### config.mk
export PLATFORM = sky130hd
export DESIGN_NAME = prdg_fifo
export DESIGN_NICKNAME = d
export VERILOG_FILES = /design/src/rtl/prdg_pkg.sv /design/src/rtl/prdg_fifo.sv
export SDC_FILE = /design/constraint.sdc
export NUM_CORES = 1
export LEC_CHECK = 0
export ABC_AREA = 1
export BUFFER_PORTS_ARGS = -buffer_cell sky130_fd_sc_hd__buf_2
export CAP_MARGIN = 20
export CORE_MARGIN = 2
export CORE_UTILIZATION = 62
export DETAILED_ROUTE_END_ITERATION = 12
export PLACE_DENSITY = 0.95
export REMOVE_ABC_BUFFERS = 1
export SLEW_MARGIN = 20
export SYNTH_ARGS = -nofsm -noshare
export SYNTH_HDL_FRONTEND = slang
export SYNTH_SLANG_ARGS = --single-unit
export TNS_END_PERCENT = 5
### constraint.sdc
create_clock -name clk -period 5 [get_ports clk]
set_input_delay 0.75 -clock clk [delete_from_list [all_inputs] [get_ports clk]]
set_output_delay 0.75 -clock clk [all_outputs]
set_load 0.02 [all_outputs]
### src/rtl/prdg_pkg.sv
// ----------------------------------------------------------------------------
// prdg_pkg: shared types and constants
// Register map codes, queue entry type and CORDIC angle table for the
// primary ray direction generator.
// ----------------------------------------------------------------------------
package prdg_pkg;

	// register indexes on the config port
	localparam logic [2:0] REG_CAM_PITCH = 3'd0;
	localparam logic [2:0] REG_CAM_YAW   = 3'd1;
	localparam logic [2:0] REG_CAM_POS_X = 3'd2;
	localparam logic [2:0] REG_CAM_POS_Y = 3'd3;
	localparam logic [2:0] REG_CAM_POS_Z = 3'd4;
	localparam logic [2:0] REG_BUF_W     = 3'd5;
	localparam logic [2:0] REG_BUF_H     = 3'd6;

	localparam int TAB_LEN = 24;

	// atan(2^-i) in units of 2^-32 turn
	localparam logic [31:0] STAGE_ANGLE [TAB_LEN] = '{
		32'd536870912, 32'd316933406, 32'd167458907, 32'd85004756,
		32'd42667331,  32'd21354465,  32'd10679838,  32'd5340245,
		32'd2670163,   32'd1335087,   32'd667544,    32'd333772,
		32'd166886,    32'd83443,     32'd41722,     32'd20861,
		32'd10430,     32'd5215,      32'd2608,      32'd1304,
		32'd652,       32'd326,       32'd163,       32'd81
	};

	localparam logic signed [31:0] INV_GAIN_Q30 = 32'sd652032874;
	localparam logic signed [31:0] VEC_X0       = 32'sd13107200; // 200 in Q.16
	localparam logic signed [20:0] DIR_SCALE    = 21'sd512000;   // 2000 in Q.8

	// one classified pixel between front and back
	typedef struct packed {
		logic        [23:0] idx;
		logic signed [13:0] dx;
		logic signed [13:0] dy;
	} prdg_item_t;

endpackage

### src/rtl/prdg_fifo.sv
// ----------------------------------------------------------------------------
// prdg_fifo: short decoupling queue
// Small register queue of classified pixels between front and back.
// ----------------------------------------------------------------------------
module prdg_fifo import prdg_pkg::*; (
	input  logic       clk,
	input  logic       arst_n,
	input  logic       wr,
	input  prdg_item_t wdata,
	output logic       full,
	input  logic       rd,
	output logic       avail,
	output prdg_item_t rdata
);
	localparam int DEPTH = 4;

	prdg_item_t  mem_q [DEPTH];
	logic [1:0]  wp_q, rp_q;
	logic [2:0]  cnt_q;

	assign full  = (cnt_q == 3'(DEPTH));
	assign avail = (cnt_q != 3'd0);
	assign rdata = mem_q[rp_q];

	// storage
	always_ff @(posedge clk) begin
		if (wr && !full) mem_q[wp_q] <= wdata;
	end

	// pointers and fill count
	always_ff @(posedge clk or negedge arst_n) begin
		if (!arst_n) begin
			wp_q  <= '0;
			rp_q  <= '0;
			cnt_q <= '0;
		end else begin
			if (wr && !full) wp_q <= wp_q + 2'd1;
			if (rd && avail) rp_q <= rp_q + 2'd1;
			cnt_q <= cnt_q + 3'(wr && !full) - 3'(rd && avail);
		end
	end
endmodule

# Yosys cells after proc, flatten, opt, wreduce, memory -nomap -nowiden
# Memories as Yosys holds them, arrays and structs flattened.
# Cells that the tools add are included.
# totals
ram_bits	208
wordCells	15
memories	1
ff_bits	7
# classes
n_addsub	4
n_mux	2
eq_ne	1
reduce_logical	4
# mem_list
memory	words	width	read_ports	rd_clocked_by_memory_dff	write_ports	line_no	source
mem_q	4	52	1	0	1	prdg_fifo.sv:17	prdg_item_t mem_q [DEPTH];
# ops
operator	n
$add 2x1->2 const B	2
$add 3x1->3	1
$eq 3x3->1 const B	1
$reduce_bool 3->1	1
$sub 3x1->3	1
$logic_and 1x1->1	2
$mux 1	2
$logic_not 1->1	1

# Longest topological paths before layout
# depth
ltp_word	5
ltp_mapped	12
ltp_nobuf	12

# Least setup slack after synthesis
# No wires, ideal clock.
# synth_timing
path_type	input-to-reg
startpoint	input port wr
endpoint	memory mem_q[0][0] in the netlist's numbering, enable pin
path_buffers	0
setup_ps	462
path_stages	2
arrival_ps	3079
path_slack_ps	1459
path_cell_list	nand2_1 -> nor2_1
# synth_between
elab_chain_len	3
# synth_lines
element	line_no	source
start, declared	prdg_fifo.sv:8	input logic wr,
$logic_and 1x1->1	prdg_fifo.sv:27	if (wr && !full) mem_q[wp_q] <= wdata;
$mux 1	prdg_fifo.sv:27	
$mux 1 (implied by the code)	prdg_fifo.sv:27	
end, declared	prdg_fifo.sv:17	
# Every way passes these cells.

==> reports/results.txt <==
Run status: complete, no violations
Worst-path fanout max: 105
Num ports: 110
Reg2Reg Depth: 5
Yosys warning count: 0
Cts hold-fix bufs: 0
Dpl cell area: 9240 sq um
Worst vdd rail ir drop: 0.505 mV
Layout area overhead: 16.3%
Synth Cell Area: 8550 sq um
Gpl congestion: 0.772
First-pass GRT wire length: 25200 um
Yosys reg bits: 215
MaxCap Viol Count: 0
IO Port Bufs: 109
Post-Syn Area per Cell: 11.9 sq um
Kind of critical path: reg -> out
Pre-antenna DRT Iters: 4
Routed Antenna Nets: 0
Die width: 121 um
Layout cells sized above 1: 18.5%
Vias in the first global route: 5177
Reg2Reg Setup Slack: 2.34 ns
RSZ-0062 raised after global routing: false
1st-iter DRT viols: 510
P_leak: 0.00406 uW
Max-Slew Margin vs Limit: 31.7%
Dpl ws: 1.99 ns
Clk slew on worst S/H paths: 0.06 ns
Register area share after synthesis: 75.1%
Worst endpoint required time: 4.25 ns
Initial antenna violation count: 2
WL/cell: 15.9 um
DRC Markers: 0
Final worst slack: 1.45 ns
Global route overflow: 0
Worst-margin pin slew: 1.02 ns
Total power: 6260 uW
Final setup viols: 0
Pin count of the biggest net entering global routing: 106
Inserted Clock Buffers: 21
Latest clock arrival within the worst-skew pair: 0.49 ns
Max-slew violations: 0
Tmin final: 3.55 ns
GRT Util Overall: 22.2%
Layout Nets: 886
CTS Root Cell: clkbuf_16
Clock Path Buffers: 3
Final hold slack: 0.100 ns
CTS tree: done
# H-tree levels: 1
DR vias: 5401
Clock Sinks: 215
Row cnt: 42
Core area: 13300 sq um
WL final: 16200 um
Power Dens Cells: 630 nW/um^2
Clk_skew: 0.00909 ns
Critical Path End Type: output pin
Final period utilization: 71.1%
Final Util: 74.5%
Final Hold Vio Count: 0
Post-Synthesis Cells: 717
Final Cell Area: 9940 sq um
Cts repair resizes: 0
Fmax: 281 MHz
Die ar.: 14700 sq um
Post-CTS Setup Bufs: 0
Initial Util: 64.1%
CP Launch Type: register
Crit path DAT: 2.80 ns
Die Height: 121 um
Synth cell types: 16
Hold WC Path Type: in -> async
Via density: 5.33
Post-DP HPWL: 9590 um
placed cells by master, fill, tap and decap left out, drive strengths merged:
cell	instances
nand3	5
clkinv	5
ha	6
nor2	109
nand2	175
o21ai	104
inv	69
bufinv	3
fa	1
diode	1
buf	116
clkbuf	28
edfxtp	208
clkinvlp	1
dfrtp	7
area by class of cell:
class                           instances  area [sq um]
Tap cell                              176           220
Clock inverter                          9           126
Inverter                               69           260
Multi-Input combinational cell        400          1740
Fill cell                             815          3410
Antenna cell                            1          2.50
Sequential cell                       215          6420
Timing Repair Buffer                  116           598
Clock buffer                           28           572
power breakdown:
group	leakage, uW	switching [uW]	total [uW]	internal, uW
registers	0.00199	152	2530	2380
logic	0.00173	1540	2150	612
clock network	0.000342	619	1580	960
critical path, stage by stage, from the launching register on:
cell and delay (ns):
dfrtp_4 0.75, buf_4 0.84, nor2_1 0.14, nor2_1 0.16, o21ai_0 0.13, nand2_1 0.10
buf_2 0.16
cell usage after synthesis (all sizes together):
cell	n	share of area, %
clkinv	1	0.044
nand2	175	7.7
fa	1	0.23
ha	6	0.88
buf	23	1.5
dfrtp	7	2.0
clkbuf	10	0.44
o21ai	104	6.1
nand3	5	0.29
edfxtp	208	73
nor2	109	4.8
inv	68	3.0
logic make-up after synthesis:
group / share of synthesized area (%)
simple gates: 12.8
compound gates: 6.09
fa+ha+maj: 1.11
flops: 75.1
buf+inv: 4.93
through the flow:
step,cells,TNS (ns)
CTS,1013,0
finish,1014,0
global placement,976,0
detailed placement,976,0
floorplan,684,-2.50
global route,1014,0
sequential cells by signal, summed over array words and instances (netlist names):
signal and flops:
wp_q 2, mem_q 208, rp_q 2, cnt_q 3
worst paths after layout:
check	start	end
setup / recovery	rp_q[0]	rdata[5]
hold / removal	arst_n	cnt_q[0]
setup reg to reg	cnt_q[1]	mem_q[1][11]
hold reg to reg	rp_q[1]	rp_q[1]
max in group asynchronous	arst_n	rp_q[0]
min in group clk	wdata[35]	mem_q[3][35]
metal layers:
metal | global-route usage [%] | share of wire (%) | vias up
met4 | 8.98 | 3.0 | 2
li1 | - | - | 2616
met1 | 28.1 | 40 | 2538
met2 | 38.0 | 50 | 204
met3 | 4.23 | 7.4 | 41
met5 | 0 | 0.080 | -
Power figures use the tool's default switching activity.
