File: src/rtl/prdg_pkg.sv
// ----------------------------------------------------------------------------
// prdg_pkg: shared types and constants
// Register map codes, queue entry type and CORDIC angle table for the
// primary ray direction generator.
// ----------------------------------------------------------------------------
package prdg_pkg;

	// register indexes on the config port
	localparam logic [2:0] REG_CAM_PITCH = 3'd0;
	localparam logic [2:0] REG_CAM_YAW   = 3'd1;
	localparam logic [2:0] REG_CAM_POS_X = 3'd2;
	localparam logic [2:0] REG_CAM_POS_Y = 3'd3;
	localparam logic [2:0] REG_CAM_POS_Z = 3'd4;
	localparam logic [2:0] REG_BUF_W     = 3'd5;
	localparam logic [2:0] REG_BUF_H     = 3'd6;

	localparam int TAB_LEN = 24;

	// atan(2^-i) in units of 2^-32 turn
	localparam logic [31:0] STAGE_ANGLE [TAB_LEN] = '{
		32'd536870912, 32'd316933406, 32'd167458907, 32'd85004756,
		32'd42667331,  32'd21354465,  32'd10679838,  32'd5340245,
		32'd2670163,   32'd1335087,   32'd667544,    32'd333772,
		32'd166886,    32'd83443,     32'd41722,     32'd20861,
		32'd10430,     32'd5215,      32'd2608,      32'd1304,
		32'd652,       32'd326,       32'd163,       32'd81
	};

	localparam logic signed [31:0] INV_GAIN_Q30 = 32'sd652032874;
	localparam logic signed [31:0] VEC_X0       = 32'sd13107200; // 200 in Q.16
	localparam logic signed [20:0] DIR_SCALE    = 21'sd512000;   // 2000 in Q.8

	// one classified pixel between front and back
	typedef struct packed {
		logic        [23:0] idx;
		logic signed [13:0] dx;
		logic signed [13:0] dy;
	} prdg_item_t;

endpackage

File: src/rtl/prdg_front.sv
// ----------------------------------------------------------------------------
// prdg_front: pixel intake
// Clamps the image size, forms the ray index and centered offsets, and
// hands the beat to the queue through one register stage.
// ----------------------------------------------------------------------------
module prdg_front import prdg_pkg::*; #(
	parameter int MAX_DIM = 4096
) (
	input  logic        clk,
	input  logic        arst_n,
	input  logic        push,
	output logic        full,
	input  logic [11:0] pixel_x,
	input  logic [11:0] pixel_y,
	input  logic [12:0] buf_w,
	input  logic [12:0] buf_h,
	output logic        q_wr,
	output prdg_item_t  q_data,
	input  logic        q_full
);
	localparam logic [13:0] DIM_CAP = 14'(MAX_DIM);

	logic [13:0] wc, hc;
	prdg_item_t  item;
	prdg_item_t  item_s1;
	logic        vld_s1;

	// clamp and classify
	always_comb begin
		wc = ({1'b0, buf_w} > DIM_CAP) ? DIM_CAP : {1'b0, buf_w};
		hc = ({1'b0, buf_h} > DIM_CAP) ? DIM_CAP : {1'b0, buf_h};
		item.idx = 24'(26'(pixel_y) * 26'(wc)) + 24'(pixel_x);
		item.dx  = $signed({2'b00, pixel_x}) - $signed({1'b0, wc[13:1]});
		item.dy  = $signed({2'b00, pixel_y}) - $signed({1'b0, hc[13:1]});
	end

	assign full   = vld_s1 && q_full;
	assign q_wr   = vld_s1;
	assign q_data = item_s1;

	always_ff @(posedge clk) begin
		if (push && !full) item_s1 <= item;
	end

	always_ff @(posedge clk or negedge arst_n) begin
		if (!arst_n) begin
			vld_s1 <= 1'b0;
		end else if (push && !full) begin
			vld_s1 <= 1'b1;
		end else if (!q_full) begin
			vld_s1 <= 1'b0;
		end
	end
endmodule

File: config.mk
export PLATFORM = sky130hd
export DESIGN_NAME = prdg_front
export DESIGN_NICKNAME = d
export VERILOG_FILES = /design/src/rtl/prdg_pkg.sv /design/src/rtl/prdg_front.sv
export SDC_FILE = /design/constraint.sdc
export NUM_CORES = 1
export LEC_CHECK = 0
export ABC_AREA = 1
export BUFFER_PORTS_ARGS = -buffer_cell sky130_fd_sc_hd__buf_4
export CORE_MARGIN = 5
export CORE_UTILIZATION = 40
export DETAILED_ROUTE_END_ITERATION = 8
export GPL_TIMING_DRIVEN = 1
export HOLD_SLACK_MARGIN = 0.1
export PLACE_DENSITY_LB_ADDON = 0.05
export SYNTH_ARGS = -nofsm -noshare
export SYNTH_HDL_FRONTEND = slang
export SYNTH_SLANG_ARGS = --single-unit
File: constraint.sdc
create_clock -name clk -period 3.4 [get_ports clk]
set_clock_uncertainty 0.1 [all_clocks]
set_input_delay 0.51 -clock clk [delete_from_list [all_inputs] [get_ports clk]]
set_output_delay 0.51 -clock clk [all_outputs]
set_load 0.05 [all_outputs]
* Word-level counts from Yosys, hierarchy flattened
Index checks and enable logic that the tools add are counted.
** Storage, ports and cells
- Flip-flop bits (word level) :: 53
- Bits in latches :: 0
- Bits in writable memories :: 0
- Bits in read-only memories :: 0
- Word-level logic and storage cells :: 18
- Memories :: 0
** Operators by class
- $add $sub $neg :: 3
- $mul :: 1
- Div/mod/pow operators :: 0
- Magnitude comparators :: 2
- Equality and inequality tests :: 1
- Shifts and indexed selects :: 0
- Multiplexer cells :: 4
- Bitwise gates (word level) :: 0
- Reduce and logical (&&, ||, !) cells :: 3
** Operators with widths (number)
- greater-than comparator 13 bit, second input constant :: 2
- two-way mux 13 bit :: 2
- subtractor 12 x 12 -> 13 bit :: 2
- adder 24 x 12 -> 24 bit :: 1
- multiplier 12 x 13 -> 24 bit :: 1
- logical AND 1 bit :: 2
- two-way mux 1 bit :: 2
- inequality test 2 x 1 -> 1 bit, second input constant :: 1
- logical NOT 1 bit :: 1

* Depth between registers and ports, before layout
- Word-level depth :: 4
- Gate-level depth with buffers :: 27

* Least setup slack after synthesis
OpenSTA, ideal clock, no wires.
- Path kind :: input to register
- Start :: input buf_w[5]
- End :: register item_s1 (netlist bit q_data[47]), data pin
- Library setup time :: 0.252 ns
- Arrival :: 5.027 ns
- Data required time :: 3.048 ns
- Path slack :: -1.979 ns
- Cell stages on the path :: 22
- Path buffers :: 1
- Cell sequence :: nor4_1 -> a21oi_1 -> buf_4 -> nor2_4 -> nand2_1 -> fa_1 -> inv_1 -> fa_1 -> fa_1 -> fa_1 -> inv_1 -> fa_1 -> inv_1 -> ha_1 -> nand2_1 -> inv_1 -> a21oi_1 -> nor2_1 -> nor2_1 -> nand2_1 -> nand2_1 -> nand2_1
** RTL lines
- start: declaration :: RTL line prdg_front.sv:15 : input logic [12:0] buf_w,
- end signal: assignment :: RTL line prdg_front.sv:42 : if (push && !full) item_s1 <= item;
- end: declaration :: RTL line prdg_front.sv:25 : prdg_item_t item_s1;

==> summary.md <==
| Metric | Value |
|---|---|
| Main synth FF type | edfxtp_1 |
| Final Max Slew Viols | 0 |
| Cell breakdown of the critical path | buf_6 > nor4_4 > a21oi_2 > bufinv_8 > nand2_8 > buf_4 > nor2_2 > fa_1 > fa_1 > fa_1 > fa_1 > inv_1 > fa_1 > inv_2 > ha_4 > nand2_4 > inv_2 > nand2_2 > nor2_4 > nand3_2 > nand4_1 > nand2_1 |
| Post-route antenna net violation count | 0 |
| Synthesized area | 8770 sq um |
| Vias per cell | 4.70 |
| GRT overflow | 0 |
| Largest delay contributor family on the critical path | adder cells |
| Status | complete, but fails checks |
| Initial antenna violation count | 0 |
| Crit start category | input pin |
| Largest buffer count on any clock path | 2 |
| WP depth | 22 |
| Worst hold stages | 3 |
| CP Capture Type | flip-flop |
| Slowest-stage cell, CP | fa_1 |
| Fillcell total | 2089 |
| Worst slew margin | 52.6% |
| DRC errors left | 0 |
| Initial core utilization | 40.5% |
| Post-DP HPWL | 21900 microns |
| Area of the multi-input gates | 6980 sq um |
| Share of layout cells above drive strength 1 | 33.1% |
| Total of max-cap violations | 0 |
| Global Route Usage Sum | 21.2% |
| # rows | 54 |
| Final instance area | 12200 sq um |
| Failing checks | setup timing |
| Placer Congestion | 0.890 |
| Antenna diodes | 0 |
| Mean routed wirelength per cell | 15.5 microns |
| CP Max Fanout | 8 |
| H-tree levels | 2 |
| EDFF count, synth | 50 |
| CTS tree | built |
| Area Overhead vs Synth | 38.8% |
| Overall routed net length | 25700 microns |
| R2R cell count | 4 |
| Core Util, Final | 56.2% |
| FF/Latch Area | 1530 sq um |
| Final Setup Violations | 21 |
| Setup ws final | -1710 ps |
| Root Driver | clkbuf_16 |
| Final worst path period share | 150% |
| Unique masters post-synth | 29 |
| WP data arrival | 5080 ps |
| Post-synthesis area per instance | 7.72 sq um |
| First-pass GRT wire length | 41500 microns |
| Pwr Density | 612 nW/um^2 |
| Hold slack final | 313 ps |
| Latest clock arrival within the worst-skew pair | 310 ps |
| Leak Pwr | 6.31 nW |
| Final #Nets | 1651 |
| Critical path class | in2reg |
| # clock sinks | 51 |
| Most frequent CP cell | fa_1 |
| DR pass1 iterations | 5 |
| Worst-margin pin slew | 711 ps |
| Clk slew on worst S/H paths | 80 ps |
| Placed Area | 11200 sq um |
| Via count | 7816 |
| Yosys warnings | 0 |
| Syn_nets | 1404 |
| Unrepaired setup endpoints after global routing | true |
| Max Clk Rate | 0.196 GHz |
| Core ar. | 21700 sq um |
| Critical path's largest stage delay | 570 ps |
| I/O Pins | 108 |
| Synthesized flop and latch total | 51 |
| I/O Buffers | 107 |
| Synth async-reset ratio | 1.96% |
| Min-delay worst type | in2reg |
| Die area | 25000 sq um |
| Number of DRC markers in iteration 0 | 270 |
| CP required | 3370 ps |
| Syn Inst Count | 1136 |
| Die W | 158 microns |
| Sequential share of the synthesized area | 17.4% |
| Final Hold Vio Count | 0 |
| Worst path bufs/invs | 6 |
| Largest net degree at the start of global routing | 51 |
| Max VDD drop | 395 uV |
| Post-route minimum period | 5110 ps |
| Number of CTS-inserted buffers | 5 |
| Die Ht | 158 microns |
| Number of global-route vias before repair | 8152 |
[timing repair]
item                                   4_1_cts  5_1_grt
hold buffers                                 1        0
setup endpoints to repair                   21       21
endpoints found under the hold margin        1        0
pin swaps                                   30       36
resized for setup                           91      109
setup buffers                                9        7
[cell usage in the layout (no fill, tap or decap), types with 3 or more instances in the layout]
cell type / count
buf_8: 3
nand2_8: 4
nor2_1: 92
nor2_4: 25
ha_1: 70
buf_12: 3
a21oi_4: 4
inv_2: 37
nand4_1: 8
nand3_4: 3
a21oi_1: 26
fa_2: 4
o21bai_1: 4
clkbuf_16: 5
a21o_1: 8
xor2_1: 20
nand3_1: 35
buf_6: 17
nand2_4: 13
xnor2_1: 5
buf_4: 232
nor2_2: 24
nand2_2: 41
inv_1: 247
edfxtp_1: 50
nand3_2: 7
fa_1: 118
nand2_1: 223
inv_4: 5
ha_4: 21
o21ai_0: 10
[report_power, final]
part           switching, mW  internal, mW  leakage (nW)
logic                   3.42          2.43          5.74
clock network          0.304         0.287        0.0776
registers             0.0420         0.975         0.488
[final timing paths]
| kind | start | end | slack [ps] |
|---|---|---|---|
| min reg2reg | q_wr | q_wr | 400 |
| min in group asynchronous | arst_n | q_wr | 410 |
| max in group asynchronous | arst_n | q_wr | 2710 |
| max reg2reg | q_wr | q_data[5] | 1740 |
| max | buf_w[0] | q_data[49] | -1710 |
| min | q_full | q_wr | 310 |
[layer usage]
layer  track usage (%)  vias up  wire, microns
li1                  -     3903              -
met1              28.5     3732          11700
met2              36.5      161          12400
met3              3.55       20           1170
met4              3.98        0            358
met5                 0        -              0
[synth_stat cells, types with 2 or more instances]
cell type,count,area (sq um)
inv_1,285,1070
nand2_1,281,1050
nor2_1,133,499
fa_1,122,2440
ha_1,92,1150
edfxtp_1,50,1500
nand3_1,45,225
a21oi_1,32,160
xor2_1,21,184
o21ai_0,10,50.1
a21o_1,8,60.1
clkbuf_1,8,30.0
nand4_1,8,50.1
inv_2,5,18.8
xnor2_1,5,43.8
buf_1,4,15.0
nor2_2,4,25.0
nor2_4,4,45.0
o21bai_1,4,30.0
buf_4,3,22.5
nor4_1,3,18.8
a21boi_0,2,15.0
[kinds of logic (layout without fill, tap and decap cells)]
kind of cell / after synthesis / in the layout / synth area share [%]
compound gates: 59 / 59 / 3.86
xor+xnor: 26 / 26 / 2.60
fa+ha+maj: 214 / 214 / 41.0
buf+inv: 307 / 555 / 13.3
flops: 51 / 51 / 17.4
simple gates: 479 / 479 / 21.9
[worst reg2reg max path: stages (launching register included)]
cell and delay [ps]:
dfrtp_1 380, nand2_1 70, inv_1 70, nor2_4 70, buf_4 520
[layout make-up]
type                       instances  share of cell area (%)
timing repair buffer             256                    16.8
multi-input combinational        778                    57.3
sequential                        51                    12.5
clock inverter                     3                   0.277
inverter                         291                    9.18
tap                              280                    2.88
clock buffer                       5                    1.03
[registers in the layout, summed over array words and instances, names as in the netlist]
signal,flops
q_data,50
q_wr,1
[through the flow]
step | cells | setup TNS (ps) | power [mW] | setup WS (ps)
6_report | 1664 | -31080 | 7.45 | -1710
5_1_grt | 1664 | -34390 | 8.13 | -1910
4_1_cts | 1658 | -31340 | 7.08 | -1720
3_5_place_dp | 1640 | -40730 | 6.15 | -2180
3_3_place_gp | 1640 | -40000 | 6.12 | -2160
2_1_floorplan | 1136 | -29210 | 4.54 | -1690
Power figures use the tool's default switching activity.
